==> src/sv/phlt_pkg.sv <==
// Package: widths, codes, state and command types for the peer liveness table.
package phlt_pkg;

  localparam int unsigned Peers    = 32;
  localparam int unsigned SlotW    = $clog2(Peers);
  localparam int unsigned CntW     = $clog2(Peers + 1);
  localparam int unsigned KeyW     = 48;
  localparam int unsigned TimeW    = 48;
  localparam int unsigned DueW     = 49;
  localparam int unsigned RegW     = 32;
  localparam int unsigned InDataW  = 104;
  localparam int unsigned OutDataW = 104;

  typedef enum logic [2:0] {
    FnWatch    = 3'd0,
    FnUnwatch  = 3'd1,
    FnIsWatch  = 3'd2,
    FnSent     = 3'd3,
    FnRecv     = 3'd4,
    FnTick     = 3'd5,
    FnDeadline = 3'd6,
    FnNone     = 3'd7
  } func_e;

  typedef enum logic [1:0] {
    KindAck    = 2'd0,
    KindDue    = 2'd1,
    KindSilent = 2'd2,
    KindAnswer = 2'd3
  } kind_e;

  localparam logic RegInterval = 1'b0;
  localparam logic RegTimeout  = 1'b1;

  typedef enum logic [2:0] {
    StIdle,
    StRead,
    StEval,
    StEmit,
    StDone
  } state_e;

  // Controller to datapath.
  typedef struct packed {
    logic load;      // capture input word, clear scan state
    logic rd;        // issue read of slot at scan index
    logic eval;      // evaluate read data for current slot
    logic adv;       // unused by the datapath; rd advances the scan index
    logic fin;       // apply final update for non-tick function
    logic emit_slot; // present per-slot tick result
    logic emit_fin;  // present final result
  } cmd_t;

  // Datapath to controller.
  typedef struct packed {
    logic scan_end;  // scan index is past the last slot
    logic report;    // current slot gives a tick result
    logic is_tick;
  } sts_t;

endpackage

==> src/sv/phlt_ctrl.sv <==
// Controller: sequences the slot scan and result handshake.
module phlt_ctrl (
  input  logic             clk_i,
  input  logic             rst_ni,
  input  logic             in_fire_i,
  input  logic             out_busy_i,
  input  phlt_pkg::sts_t   sts_i,
  output phlt_pkg::cmd_t   cmd_o,
  output logic             idle_o
);
  phlt_pkg::state_e state_q, state_d;

  // Next state.
  always_comb begin
    state_d = state_q;
    case (state_q)
      phlt_pkg::StIdle: if (in_fire_i) state_d = phlt_pkg::StRead;
      phlt_pkg::StRead: begin
        if (sts_i.scan_end) state_d = phlt_pkg::StDone;
        else state_d = phlt_pkg::StEval;
      end
      phlt_pkg::StEval: begin
        if (sts_i.is_tick && sts_i.report) state_d = phlt_pkg::StEmit;
        else state_d = phlt_pkg::StRead;
      end
      phlt_pkg::StEmit: if (!out_busy_i) state_d = phlt_pkg::StRead;
      phlt_pkg::StDone: if (!out_busy_i) state_d = phlt_pkg::StIdle;
      default: state_d = phlt_pkg::StIdle;
    endcase
  end

  // Outputs.
  always_comb begin
    cmd_o = '0;
    idle_o = 1'b0;
    case (state_q)
      phlt_pkg::StIdle: begin
        idle_o = 1'b1;
        cmd_o.load = in_fire_i;
      end
      phlt_pkg::StRead: cmd_o.rd = !sts_i.scan_end;
      phlt_pkg::StEval: begin
        cmd_o.eval = 1'b1;
        cmd_o.adv = 1'b1;
      end
      phlt_pkg::StEmit: cmd_o.emit_slot = !out_busy_i;
      phlt_pkg::StDone: begin
        cmd_o.fin = !out_busy_i;
        cmd_o.emit_fin = !out_busy_i;
      end
      default: ;
    endcase
  end

  always_ff @(posedge clk_i or negedge rst_ni) begin
    if (!rst_ni) state_q <= phlt_pkg::StIdle;
    else state_q <= state_d;
  end
endmodule

==> config.mk <==
export PLATFORM = sky130hd
export DESIGN_NAME = phlt_ctrl
export DESIGN_NICKNAME = d
export VERILOG_FILES = /design/src/sv/phlt_pkg.sv /design/src/sv/phlt_ctrl.sv
export SDC_FILE = /design/constraint.sdc
export NUM_CORES = 1
export LEC_CHECK = 0
export ABC_AREA = 1
export BUFFER_PORTS_ARGS = -buffer_cell sky130_fd_sc_hd__buf_2
export CAP_MARGIN = 10
export CORE_AREA = 2 2 39 41
export DETAILED_ROUTE_END_ITERATION = 10
export DIE_AREA = 0 0 41 43
export GPL_TIMING_DRIVEN = 0
export PLACE_DENSITY = 0.51
export SYNTH_ARGS = -nofsm -noshare
export SYNTH_HDL_FRONTEND = slang
export SYNTH_SLANG_ARGS = --single-unit
export TNS_END_PERCENT = 1
==> constraint.sdc <==
create_clock -name clk_i -period 2.9 [get_ports clk_i]
set_clock_uncertainty 0.2 [all_clocks]
set_input_delay 0.145 -clock clk_i [delete_from_list [all_inputs] [get_ports clk_i]]
set_output_delay 0.145 -clock clk_i [all_outputs]
set_load 0.02 [all_outputs]
==> impl_metrics.tcl <==
set metrics [dict create \
    die_w_um 41 \
    crit_path_end_kind "flop" \
    drt.antenna.violating_nets 0 \
    pwr-share-comb_pct 56.0 \
    hold_ws_ns 0.0277 \
    slew_viol_final 0 \
    post-route-min-period_ns 1.76 \
    cts_buffer_depth 2 \
    syn_nets 38 \
    seq_area_um2 75.1 \
    p_leak_nw 0.214 \
    clk_latency_ns 0.23 \
    multi_input_area_um2 110 \
    startpoint_type "flop" \
    postSynthAreaPerCell_um2 7.22 \
    dr.first_iter.drc_count 3 \
    dp.cells 61 \
    tns_ns 0 \
    p_switching_w 0.000170 \
    cts_tree "built" \
    vias 279 \
    fmax_mhz 569 \
    critPathKind "flop to flop" \
    rsz0062_at_grt "no" \
    gp_congestion 0.750 \
    core.rowCount 14 \
    io_pins 15 \
    required_ns 2.87 \
    finalCritPeriodShare_pct 60.6 \
    coreArea_um2 1380 \
    reg.largest.list "state_q x3" \
    ctsResizeCount 0 \
    hold_viol 0 \
    yosysSeqAreaShare_pct 33.5 \
    grt_overflow 0 \
    critical_path_arrival_ns 1.73 \
    die_area_um2 1760 \
    fin_cells 69 \
    grt_use_total_pct 8.14 \
    r2r_slack_ns 1.14 \
    cts_setup_buffers 0 \
    ys_ff_latch 3 \
    post_drt_via_cell_ratio 4.04 \
    grt_max_degree 10 \
    drv_cap 0 \
    swShare_pct 47.5 \
    synth_cells 31 \
    drt_drc_violations_left 0 \
    seqPwrFrac_pct 23.3 \
    slew_headroom_pct 83.2 \
    firstDrtPassIters 3 \
    wirelength_um 564 \
    postCtsHoldBufs 4 \
    start_util_pct 16.2 \
    pwr-share-clk_pct 20.7 \
    critPathTopFamily "buffers and inverters" \
    crit_fanout 9 \
    p_int_w 0.000188 \
    largest_reg_flops 3 \
    wl_per_cell_um 8.17 \
    cts_sinks 3 \
    grt_pass1_wl_um 876 \
    crit_buf_inv 2 \
    area_growth_pct 69.8 \
    finalSetupViolCount 0 \
    cts_root_buffer "clkbuf_4" \
    p_per_area_nw_per_um2 941 \
    regMostFlops "state_q" \
    hold_path.class "input port to flop" \
    clk_pin_slew_ns 0.04 \
    fp.dieH_um 43 \
    diodes 0 \
    peakVddDrop_uv 194 \
    cp_cell_sequence "buf_2, nor3_2, nand3_1, dlygate4sd3_1, nand3_1" \
    cpMaxStageDelayCell "dlygate4sd3_1" \
    cp_common_cell "nand3_1" \
    antenna_found_initial 0 \
    finalPower_w 0.000358 \
    cts_buffers 3 \
    nNetsFinal 61 \
    status "finished, final reports clean" \
    worst_pin_slew_ns 0.253 \
    ys_warn_count 0 \
    synth_cell_types 14 \
    cts_max_level 1 \
    cpPeakStageDelay_ns 0.57 \
    fillerInstances 173 \
    io_buffer_count 14 \
    hpwl_um 432 \
    drive_gt1_share_pct 47.2 \
    first_global_vias 233 \
    synth_area_um2 224 \
]
-- final cells by class --
type | instances | share of cell area (%)
multi-input combinational | 20 | 28.9
sequential | 3 | 19.7
timing repair buffer | 18 | 28.9
tap | 16 | 5.26
clock buffer | 4 | 6.91
buffer | 3 | 5.26
inverter | 5 | 4.93
-- path summary, 6_finish.rpt --
path,startpoint,endpoint,depth (start not counted)
hold reg to reg,state_q[2],state_q[2],2
max in group asynchronous,rst_ni,state_q[0],2
hold / removal,out_busy_i,state_q[2],3
min in group asynchronous,rst_ni,state_q[1],2
setup / recovery,state_q[0],state_q[1],5
setup reg to reg,state_q[0],state_q[1],5
-- power groups by stage --
stage	Combinational [W]	Sequential (W)	Clock [W]
floorplan	0.000149	0.0000783	0
global placement	0.000197	0.0000839	0
detailed placement	0.000198	0.0000840	0
CTS	0.000203	0.0000835	0.0000775
global route	0.000223	0.0000869	0.0000835
finish	0.000200	0.0000835	0.0000741
-- layer usage --
| metal | part of all wire, % | up-vias | GRT usage [%] |
|---|---|---|---|
| met5 | 0 | - | 0 |
| met4 | 0 | 0 | 10.0 |
| met3 | 3.4 | 0 | 3.14 |
| met2 | 54 | 5 | 11.9 |
| met1 | 43 | 128 | 7.10 |
| li1 | - | 146 | - |
-- cell usage in the layout (no fill, tap or decap) --
master and instances:
nor2_1 3, nor3_2 2, nand3_1 3, nand2_1 5, clkbuf_4 3, inv_1 3
nor4_1 1, a21oi_1 1, inv_2 2, buf_4 2, nand4_1 3, dlygate4sd3_1 4
buf_2 15, nand3_2 1, dfrtp_1 3, clkbuf_1 1, o21ai_1 1
-- per-stage QoR --
step                      setup WS [ns]  cell area, um^2  utilization [%]
final                              1.14              380             27.5
after CTS                          1.14              380             27.5
after detailed placement           1.49              314             22.7
after floorplan                    1.34              224                -
after global placement             1.50              314             22.7
after global routing               1.05              380             27.5
-- logic make-up (layout without fill, tap and decap cells) --
| group | Yosys count | in the layout | share of synthesized area (%) |
|---|---|---|---|
| AOI/OAI and AO/OA | 2 | 2 | 4.46 |
| buffers and inverters | 8 | 30 | 17.3 |
| DFF | 3 | 3 | 33.5 |
| and+or+nand+nor | 18 | 18 | 44.7 |
-- cell usage after synthesis (all sizes together) --
cell | count | area [um^2]
inv | 5 | 18.8
nand2 | 5 | 18.8
nand3 | 4 | 25.0
buf | 3 | 20.0
dfrtp | 3 | 75.1
nand4 | 3 | 18.8
nor2 | 3 | 11.3
nor3 | 2 | 20.0
a21oi | 1 | 5.00
nor4 | 1 | 6.26
o21ai | 1 | 5.00
-- worst min-delay path, stage by stage --
cell and delay (ns):
buf_2 0.12, nand2_1 0.09, o21ai_1 0.06
Note: power is estimated with default switching activity, not from simulation.
